===== src/hdl/ghst_pkg.sv =====
`default_nettype none
package ghst_pkg;

    // Table geometry
    localparam int SLOTS           = 64;
    localparam int RESERVED_HANDLE = 1;
    localparam int SLOT_W          = $clog2(SLOTS);
    localparam int IDX_W           = $clog2(SLOTS + 1);
    localparam int GEN_W           = 16;
    localparam int HANDLE_W        = 24;
    localparam int HSLOT_W         = 8;
    localparam int GRP_SIZE        = 8;
    localparam int NGRP            = (SLOTS + GRP_SIZE - 1) / GRP_SIZE;
    localparam int GRP_W           = (NGRP > 1) ? $clog2(NGRP) : 1;

    localparam logic [6:0] MAX_LIST = 7'd64;

    typedef enum logic [1:0] {
        OP_ALLOC    = 2'd0,
        OP_FREE     = 2'd1,
        OP_VALIDATE = 2'd2,
        OP_ENUM     = 2'd3
    } t_op;

    typedef enum logic [1:0] {
        ST_OK        = 2'd0,
        ST_INVALID   = 2'd1,
        ST_EXHAUSTED = 2'd2
    } t_status;

    typedef logic [GEN_W-1:0]    t_gen;
    typedef logic [HANDLE_W-1:0] t_handle;

endpackage
`default_nettype wire


===== src/hdl/ghst_ram.sv =====
`default_nettype none
module ghst_ram #(
    parameter  int WIDTH = 16,
    parameter  int DEPTH = 64,
    localparam int AW    = (DEPTH > 1) ? $clog2(DEPTH) : 1
) (
    input  wire logic             i_clk,
    input  wire logic             i_we,
    input  wire logic [AW-1:0]    i_waddr,
    input  wire logic [WIDTH-1:0] i_wdata,
    input  wire logic [AW-1:0]    i_raddr,
    output logic      [WIDTH-1:0] o_rdata
);

    logic [WIDTH-1:0] r_mem [DEPTH];

    always_ff @(posedge i_clk) begin
        if (i_we) begin
            r_mem[i_waddr] <= i_wdata;
        end
        o_rdata <= r_mem[i_raddr];
    end

endmodule
`default_nettype wire


===== src/hdl/generational_handle_slot_table_core.sv =====
`default_nettype none
// Channel   | Handshake            | Payload
// ----------+----------------------+-------------------------------------------------
// command   | start, busy          | i_opcode, i_handle_in, i_list_limit
// result    | o_res_valid (strobe) | o_status, o_handle_out, o_slot_out, o_is_valid,
//           |                      | o_list_count, o_last
//
// A command transfer happens on a rising edge with start high and busy low.
// Free and validate run in S_EXEC; allocate first picks a free slot in S_FIND.
// Enumerate does one generation RAM read per slot walked,
// stopping early once list_limit handles are out.
// Each result shows for one cycle; the receiver cannot stall, so none is held back.
// Reset (synchronous, active low) frees every slot but slot 0 and marks every
// generation as unwritten, which reads as 1; no clearing pass is needed.
module generational_handle_slot_table_core
    import ghst_pkg::*;
(
    input  wire logic                i_clk,
    input  wire logic                i_rst_n,
    input  wire logic                start,
    output logic                     busy,
    input  wire logic [1:0]          i_opcode,
    input  wire logic [HANDLE_W-1:0] i_handle_in,
    input  wire logic [6:0]          i_list_limit,
    output logic                     o_res_valid,
    output logic [1:0]               o_status,
    output logic [HANDLE_W-1:0]      o_handle_out,
    output logic [5:0]               o_slot_out,
    output logic                     o_is_valid,
    output logic [6:0]               o_list_count,
    output logic                     o_last
);

    typedef enum logic [1:0] {
        S_IDLE,
        S_FIND,
        S_EXEC,
        S_ENUM
    } t_state;

    // Control state
    t_state             r_state;
    t_op                r_op;
    logic [SLOTS-1:0]   r_live;     // live bit per slot
    logic [SLOTS-1:0]   r_gen_wr;   // generation entry written since reset
    logic [IDX_W-1:0]   r_idx;      // enumerate walk pointer
    logic [6:0]         r_icnt;     // handles issued so far in this enumerate
    logic [6:0]         r_lim;      // clamped list limit
    logic               r_p1_v;     // listed slot read in flight
    logic               r_h_v;      // listed handle held back for the last flag

    // Payload
    t_handle            r_handle;
    logic [SLOT_W-1:0]  r_rd_slot;  // slot whose generation is on the RAM output
    logic [6:0]         r_p1_cnt;
    t_handle            r_h_handle;
    logic [6:0]         r_h_cnt;
    logic               r_grp_any [NGRP];
    logic [2:0]         r_grp_low [NGRP];

    // Registered result
    logic               r_o_valid;
    t_status            r_o_status;
    t_handle            r_o_handle;
    logic [5:0]         r_o_slot;
    logic               r_o_is_valid;
    logic [6:0]         r_o_count;
    logic               r_o_last;

    // Combinational helpers
    logic [NGRP*GRP_SIZE-1:0] free_pad;
    logic               grp_any [NGRP];
    logic [2:0]         grp_low [NGRP];
    logic               pick_found;
    logic [GRP_W-1:0]   pick_g;
    logic [SLOT_W-1:0]  pick_slot;
    logic [SLOT_W-1:0]  rd_addr;
    t_gen               ram_q;
    t_gen               gen_eff;
    t_gen               gen_inc;
    t_gen               gen_next;
    logic [HSLOT_W-1:0] h_slot;
    t_gen               h_gen;
    logic               h_in_range;
    logic               h_is_res;
    logic               h_live_ok;
    logic               h_valid;
    logic               free_ok;
    logic               ram_we;
    logic               can_issue;
    logic               listed;
    t_handle            p1_handle;
    logic [6:0]         lim_clamp;

    // Free-slot search, first level: lowest free bit in each group of eight
    always_comb begin
        free_pad = '0;
        free_pad[SLOTS-1:0] = ~r_live;
        free_pad[0] = 1'b0;
        for (int g = 0; g < NGRP; g++) begin
            grp_any[g] = |free_pad[g*GRP_SIZE +: GRP_SIZE];
            grp_low[g] = 3'd0;
            for (int b = GRP_SIZE - 1; b >= 0; b--) begin
                if (free_pad[g*GRP_SIZE + b]) begin
                    grp_low[g] = 3'(b);
                end
            end
        end
    end

    // Second level: lowest group with a free slot, from the registered flags
    always_comb begin
        pick_found = 1'b0;
        pick_g     = '0;
        for (int g = NGRP - 1; g >= 0; g--) begin
            if (r_grp_any[g]) begin
                pick_found = 1'b1;
                pick_g     = GRP_W'(g);
            end
        end
        pick_slot = SLOT_W'({pick_g, r_grp_low[pick_g]});
    end

    // Generation RAM read address
    always_comb begin
        case (r_state)
            S_IDLE:  rd_addr = i_handle_in[SLOT_W-1:0];
            S_FIND:  rd_addr = pick_slot;
            S_ENUM:  rd_addr = r_idx[SLOT_W-1:0];
            default: rd_addr = r_rd_slot;
        endcase
    end

    // An entry never written since reset reads as generation 1
    assign gen_eff  = r_gen_wr[r_rd_slot] ? ram_q : t_gen'(1);
    assign gen_inc  = gen_eff + t_gen'(1);
    assign gen_next = (gen_inc == '0) ? t_gen'(1) : gen_inc;

    // Handle checks for free and validate
    assign h_slot     = r_handle[HSLOT_W-1:0];
    assign h_gen      = r_handle[HANDLE_W-1:HSLOT_W];
    assign h_in_range = ({1'b0, h_slot} < 9'(SLOTS));
    assign h_is_res   = (r_handle == t_handle'(RESERVED_HANDLE));
    assign h_live_ok  = h_in_range && (h_slot != '0) && r_live[r_handle[SLOT_W-1:0]]
                        && (gen_eff == h_gen);
    assign h_valid    = h_is_res || h_live_ok;
    assign free_ok    = !h_is_res && h_live_ok;

    assign ram_we = (r_state == S_EXEC) && (r_op == OP_FREE) && free_ok;

    // Enumerate: liveness is known at issue, only the generation comes from RAM
    assign can_issue = (r_idx < IDX_W'(SLOTS)) && (r_icnt < r_lim);
    assign listed    = r_live[r_idx[SLOT_W-1:0]]
                       && !((r_idx == '0) && (RESERVED_HANDLE == 0));
    assign p1_handle = (r_rd_slot == '0) ? t_handle'(RESERVED_HANDLE)
                                         : {gen_eff, HSLOT_W'(r_rd_slot)};
    assign lim_clamp = (i_list_limit > MAX_LIST) ? MAX_LIST : i_list_limit;

    ghst_ram #(
        .WIDTH (GEN_W),
        .DEPTH (SLOTS)
    ) u_gen_ram (
        .i_clk   (i_clk),
        .i_we    (ram_we),
        .i_waddr (r_rd_slot),
        .i_wdata (gen_next),
        .i_raddr (rd_addr),
        .o_rdata (ram_q)
    );

    always_ff @(posedge i_clk) begin
        r_rd_slot <= rd_addr;
    end

    always_ff @(posedge i_clk) begin
        if (!i_rst_n) begin
            r_state   <= S_IDLE;
            r_op      <= OP_ALLOC;
            r_live    <= SLOTS'(1);
            r_gen_wr  <= '0;
            r_idx     <= '0;
            r_icnt    <= '0;
            r_lim     <= '0;
            r_p1_v    <= 1'b0;
            r_h_v     <= 1'b0;
            r_o_valid <= 1'b0;
        end else begin
            case (r_state)
                S_IDLE: begin
                    r_o_valid <= 1'b0;
                    if (start) begin
                        r_op     <= t_op'(i_opcode);
                        r_handle <= i_handle_in;
                        case (t_op'(i_opcode))
                            OP_ALLOC: begin
                                // Latch the per-group flags, pick next cycle
                                for (int g = 0; g < NGRP; g++) begin
                                    r_grp_any[g] <= grp_any[g];
                                    r_grp_low[g] <= grp_low[g];
                                end
                                r_state <= S_FIND;
                            end
                            OP_ENUM: begin
                                r_idx   <= '0;
                                r_icnt  <= '0;
                                r_lim   <= lim_clamp;
                                r_p1_v  <= 1'b0;
                                r_h_v   <= 1'b0;
                                r_state <= S_ENUM;
                            end
                            default: begin
                                r_state <= S_EXEC;
                            end
                        endcase
                    end
                end

                S_FIND: begin
                    if (pick_found) begin
                        r_o_valid         <= 1'b0;
                        r_live[pick_slot] <= 1'b1;
                        r_state           <= S_EXEC;
                    end else begin
                        // Pool exhausted
                        r_o_valid    <= 1'b1;
                        r_o_status   <= ST_EXHAUSTED;
                        r_o_handle   <= '0;
                        r_o_slot     <= '0;
                        r_o_is_valid <= 1'b0;
                        r_o_count    <= '0;
                        r_o_last     <= 1'b1;
                        r_state      <= S_IDLE;
                    end
                end

                S_EXEC: begin
                    r_o_valid <= 1'b1;
                    r_o_count <= '0;
                    r_o_last  <= 1'b1;
                    r_state   <= S_IDLE;
                    case (r_op)
                        OP_ALLOC: begin
                            r_o_status   <= ST_OK;
                            r_o_handle   <= {gen_eff, HSLOT_W'(r_rd_slot)};
                            r_o_slot     <= 6'(r_rd_slot);
                            r_o_is_valid <= 1'b0;
                        end
                        OP_FREE: begin
                            r_o_handle   <= '0;
                            r_o_slot     <= '0;
                            r_o_is_valid <= 1'b0;
                            if (free_ok) begin
                                // Release the slot and bump its generation
                                r_live[r_rd_slot]   <= 1'b0;
                                r_gen_wr[r_rd_slot] <= 1'b1;
                                r_o_status          <= ST_OK;
                            end else begin
                                r_o_status <= ST_INVALID;
                            end
                        end
                        default: begin
                            r_o_handle   <= '0;
                            r_o_slot     <= '0;
                            r_o_status   <= h_valid ? ST_OK : ST_INVALID;
                            r_o_is_valid <= h_valid;
                        end
                    endcase
                end

                S_ENUM: begin
                    if (can_issue) begin
                        r_idx  <= r_idx + IDX_W'(1);
                        r_p1_v <= listed;
                        if (listed) begin
                            r_icnt   <= r_icnt + 7'd1;
                            r_p1_cnt <= r_icnt + 7'd1;
                        end
                    end else begin
                        r_p1_v <= 1'b0;
                    end

                    if (r_p1_v) begin
                        // A later handle exists, so the held one is not last
                        r_o_valid <= r_h_v;
                        if (r_h_v) begin
                            r_o_status   <= ST_OK;
                            r_o_handle   <= r_h_handle;
                            r_o_slot     <= '0;
                            r_o_is_valid <= 1'b0;
                            r_o_count    <= r_h_cnt;
                            r_o_last     <= 1'b0;
                        end
                        r_h_v      <= 1'b1;
                        r_h_handle <= p1_handle;
                        r_h_cnt    <= r_p1_cnt;
                    end else if (!can_issue) begin
                        // Walk finished and drained: flush the held handle as last
                        r_o_valid    <= 1'b1;
                        r_o_status   <= ST_OK;
                        r_o_handle   <= r_h_v ? r_h_handle : '0;
                        r_o_slot     <= '0;
                        r_o_is_valid <= 1'b0;
                        r_o_count    <= r_h_v ? r_h_cnt : 7'd0;
                        r_o_last     <= 1'b1;
                        r_h_v        <= 1'b0;
                        r_state      <= S_IDLE;
                    end else begin
                        r_o_valid <= 1'b0;
                    end
                end

                default: begin
                    r_o_valid <= 1'b0;
                    r_state   <= S_IDLE;
                end
            endcase
        end
    end

    assign busy         = (r_state != S_IDLE);
    assign o_res_valid  = r_o_valid;
    assign o_status     = r_o_status;
    assign o_handle_out = r_o_handle;
    assign o_slot_out   = r_o_slot;
    assign o_is_valid   = r_o_is_valid;
    assign o_list_count = r_o_count;
    assign o_last       = r_o_last;

    // Slot 0 stays live whatever is freed
    a_slot0_live: assert property (@(posedge i_clk) disable iff (!i_rst_n)
        r_live[0])
        else $error("slot 0 lost its live bit");

    // A final result leaves the block ready for the next command
    a_last_idle: assert property (@(posedge i_clk) disable iff (!i_rst_n)
        (o_res_valid && o_last) |-> !busy)
        else $error("final result while still busy");

    // A result that is not final means more of the same command follow
    a_more_busy: assert property (@(posedge i_clk) disable iff (!i_rst_n)
        (o_res_valid && !o_last) |-> busy)
        else $error("intermediate result without a command in progress");

    // Enumerate never lists beyond its limit
    a_enum_limit: assert property (@(posedge i_clk) disable iff (!i_rst_n)
        (r_state == S_ENUM) |-> (r_icnt <= r_lim))
        else $error("enumerate count passed the limit");

    // A transfer on the command side always starts work
    a_start_busy: assert property (@(posedge i_clk) disable iff (!i_rst_n)
        (start && !busy) |=> busy)
        else $error("command transfer did not raise busy");

endmodule
`default_nettype wire


===== config.mk =====
export PLATFORM = sky130hd
export DESIGN_NAME = generational_handle_slot_table_core
export DESIGN_NICKNAME = d
export VERILOG_FILES = /design/src/hdl/ghst_pkg.sv /design/src/hdl/ghst_ram.sv /design/src/hdl/generational_handle_slot_table_core.sv
export SDC_FILE = /design/constraint.sdc
export NUM_CORES = 2
export LEC_CHECK = 0
export BUFFER_PORTS_ARGS = -buffer_cell sky130_fd_sc_hd__buf_2
export CAP_MARGIN = 20
export CORE_UTILIZATION = 30
export DETAILED_ROUTE_END_ITERATION = 8
export SYNTH_ARGS = -nofsm -noshare
export SYNTH_HDL_FRONTEND = slang
export SYNTH_SLANG_ARGS = --single-unit

===== constraint.sdc =====
create_clock -name i_clk -period 6.8 [get_ports i_clk]
set_clock_uncertainty 0.05 [all_clocks]
set_input_delay 0.68 -clock i_clk [delete_from_list [all_inputs] [get_ports i_clk]]
set_output_delay 0.68 -clock i_clk [all_outputs]
set_load 0.02 [all_outputs]

==> flow_summary.yaml <==
global_routing:
  grt_overflow_total: 0
  grt_pass1_wl_um: 253000
  antenna_found_initial: 9
  grt_pass1_vias: 35000
  grt_start_max_net_pins: 122
  grt_use_met3: 0.0359
  met1_usage: 0.262
  grt_usage: 0.186
  gr-usage-met2: 0.281
  top_usage_layer: "met2"
clocking:
  insertion_delay_ns: 0.78
  clkTransAtPathRegs_ns: 0.06
  cts_tree: "yes"
  clockRootBuffer: "clkbuf_16"
  htree_levels: 4
  cts_buffers: 138
  hold_buffers: 16
  ctsResizeCount: 0
  clockBufferDepth: 3
  post_cts_buffers: 0
  clock_sinks: 1333
hold_path:
  hold_start: "i_handle_in[20]"
  hold_path_depth: 1
  min_to: "r_handle[20]$_DFFE_PP_"
  worstHoldPathType: "in -> reg"
logic_synthesis:
  yosysUniqueCellTypes: 93
  ys_ff_latch: 1333
  ys_warn_count: 0
  synth_area_sq_um: 55300
  syn_inst: 4267
  syn_avg_cell_area_sq_um: 13.0
  synth_top_flop_cell: "edfxtp_1"
  synth-edff-count: 1155
  synth_async_sr_flop_share: 0
  synth_seq_area_share: 0.691
setup_path:
  reg2reg_depth: 18
  crit_path_end_kind: "register"
  crit_fanout: 64
  crit_arrival_ns: 6.45
  critPathLaunchType: "register"
  crit_path_start: "r_rd_slot[2]$_DFF_P_"
  crit-reg2reg-capture: "u_gen_ram.r_mem[55][0]$_DFFE_PP_"
  worstSetupPathType: "reg -> reg"
  r2r_start: "r_rd_slot[2]$_DFF_P_"
  critPathRequiredTime_ns: 7.19
  regToRegSetupSlack_ns: 0.74
floorplanning:
  core-area_sq_um: 183000
  fp.dieH_um: 431
  die_w_um: 431
  io_pins: 79
  die_area_sq_um: 186000
  row_count: 157
  start_util: 0.302
cells_and_area:
  num-fill-cells: 17700
  multi_input_area_sq_um: 16000
  drive_gt1_frac: 0.137
  nNetsFinal: 4456
  final_cell_mix: "edfxtp_1 (1,155), nand2_1 (840), nand3_1 (371)"
  seqCellArea_sq_um: 38200
  area_growth_pct: 15.4
  final_common_cell: "edfxtp_1"
sta:
  finalCritPeriodShare: 0.891
  setup_violations: 0
  max_freq_mhz: 165
  finalHoldViolCount: 0
  setup_ws_ns: 0.743
  rsz0062_at_grt: "false"
  worst_pin_slew_ns: 1.35
  fin_crit_ns: 6.06
  slew_headroom: 0.103
  fin_tns_setup_ns: 0
  slew_violations: 0
pwr:
  ir_worst_vdd_v: 0.000215
  leakage_nw: 21.6
  power.density_nw_per_um2: 310
detailed_routing:
  drtPass1Iterations: 6
  wl_um: 176000
  first_iter_violations: 4499
  wl_per_cell_um: 25.3
  avgViaCountPerCell: 5.28
  antenna_left: 0
  drc: 0
  vias: 36800
place:
  gp_congestion: 0.953
  dp_slack_ns: 0.901
  dp_hpwl_um: 115000
  port_buffers: 76
status:
  status: "finished clean"
flow_run:
  drv_cap: 0
-- stage by stage --
step | util | hold WS (ns) | power, mW | area [sq um] | cells
finish | 0.349 | 0.0548 | 19.8 | 63800 | 6982
detailed placement | 0.324 | 0.357 | 12.7 | 59400 | 6714
global route | 0.349 | 0.0104 | 20.3 | 63800 | 6981
CTS | 0.348 | 0.00203 | 19.9 | 63800 | 6978
floorplan | - | 0.350 | 11.2 | 55300 | 4268
global placement | 0.324 | 0.351 | 12.7 | 59400 | 6714
-- cell type report --
| cell class | count | area share |
|---|---|---|
| antenna | 1 | 0.0000392 |
| tap | 2464 | 0.0483 |
| clock buffer | 183 | 0.0592 |
| timing repair buffer | 266 | 0.0311 |
| multi-input combinational | 2606 | 0.251 |
| sequential | 1333 | 0.599 |
| inverter | 64 | 0.00404 |
| clock inverter | 65 | 0.00716 |
-- registers in the layout (all words and copies together) (netlist names), 8 cells and up --
signal	flops
u_gen_ram.r_mem	1024
r_gen_wr	64
r_live	64
r_grp_low	24
r_handle	24
o_handle_out	22
r_h_handle	22
u_gen_ram.o_rdata	16
r_grp_any	8
-- kinds of logic after synthesis --
family,synth area share
AOI/OAI and AO/OA,0.0736
other,0.0000678
buffers and inverters,0.0265
DFF,0.691
xor gates and xnor gates,0.00427
and+or+nand+nor,0.145
muxes,0.0570
adders and majority gates,0.00249
-- cell usage after synthesis, types with 14 or more instances --
library cell	n	area [sq um]
o22ai_1	24	150
o21ai_0	74	370
mux4_2	40	901
a311oi_1	19	166
mux2i_1	208	2080
o21ai_1	14	70.1
nor3_2	28	280
nand2b_1	34	213
clkbuf_1	126	473
o211a_1	20	200
o31a_1	14	123
nor2_1	206	773
o31ai_1	15	113
a22o_1	20	175
a21oi_1	77	385
buf_2	89	445
dfxtp_1	178	3560
nand4_1	48	300
buf_1	28	105
nand3_1	372	1860
a32oi_1	43	377
xnor2_1	16	140
o211ai_1	46	345
and3_1	26	163
edfxtp_1	1155	34700
a31oi_1	41	257
a22oi_1	19	143
a221oi_1	47	412
and2_1	46	288
nor3_1	60	300
nand2_1	842	3160
inv_1	61	229
-- report_power, final --
group,total (mW),internal [mW],switching (mW),leakage [nW]
Sequential,9.61,9.42,0.192,12.0
Combinational,2.95,0.695,2.26,7.57
Clock,7.22,4.04,3.19,2.08
-- worst max-delay path, stage by stage, from the launching register on --
cell and delay (ns):
dfxtp_1 0.97, inv_1 0.50, a221o_1 0.39, a221oi_1 0.28, a211o_1 0.18, and3_2 0.27, buf_4 0.46, nor2_1 0.14
ha_1 0.30, nand2_1 0.12, nor2_1 0.06, nand2_1 0.12, nor2_1 0.12, xnor2_1 0.32, nand2_1 0.09, nor4b_1 0.40
nand3_1 0.18, nand2_2 0.10, buf_4 0.54
-- how the worst max path moves through the flow --
stage / endpoint / slack [ns] / cells after the start
floorplan: u_gen_ram.r_mem[0][14]$_DFFE_PP_ / 1.45 / 18
global placement: u_gen_ram.r_mem[32][0]$_DFFE_PP_ / 0.95 / 19
detailed placement: u_gen_ram.r_mem[55][0]$_DFFE_PP_ / 0.90 / 19
CTS: u_gen_ram.r_mem[55][0]$_DFFE_PP_ / 0.88 / 19
global route: u_gen_ram.r_mem[63][0]$_DFFE_PP_ / 0.42 / 18
finish: u_gen_ram.r_mem[55][0]$_DFFE_PP_ / 0.74 / 18
-- per-layer routing --
layer | wire, um | vias up
met3 | 15400 | 279
met5 | 46 | -
li1 | - | 16200
met2 | 78500 | 1824
met4 | 6890 | 8
met1 | 75500 | 18500
No activity file was read; power rests on OpenSTA's default activity.
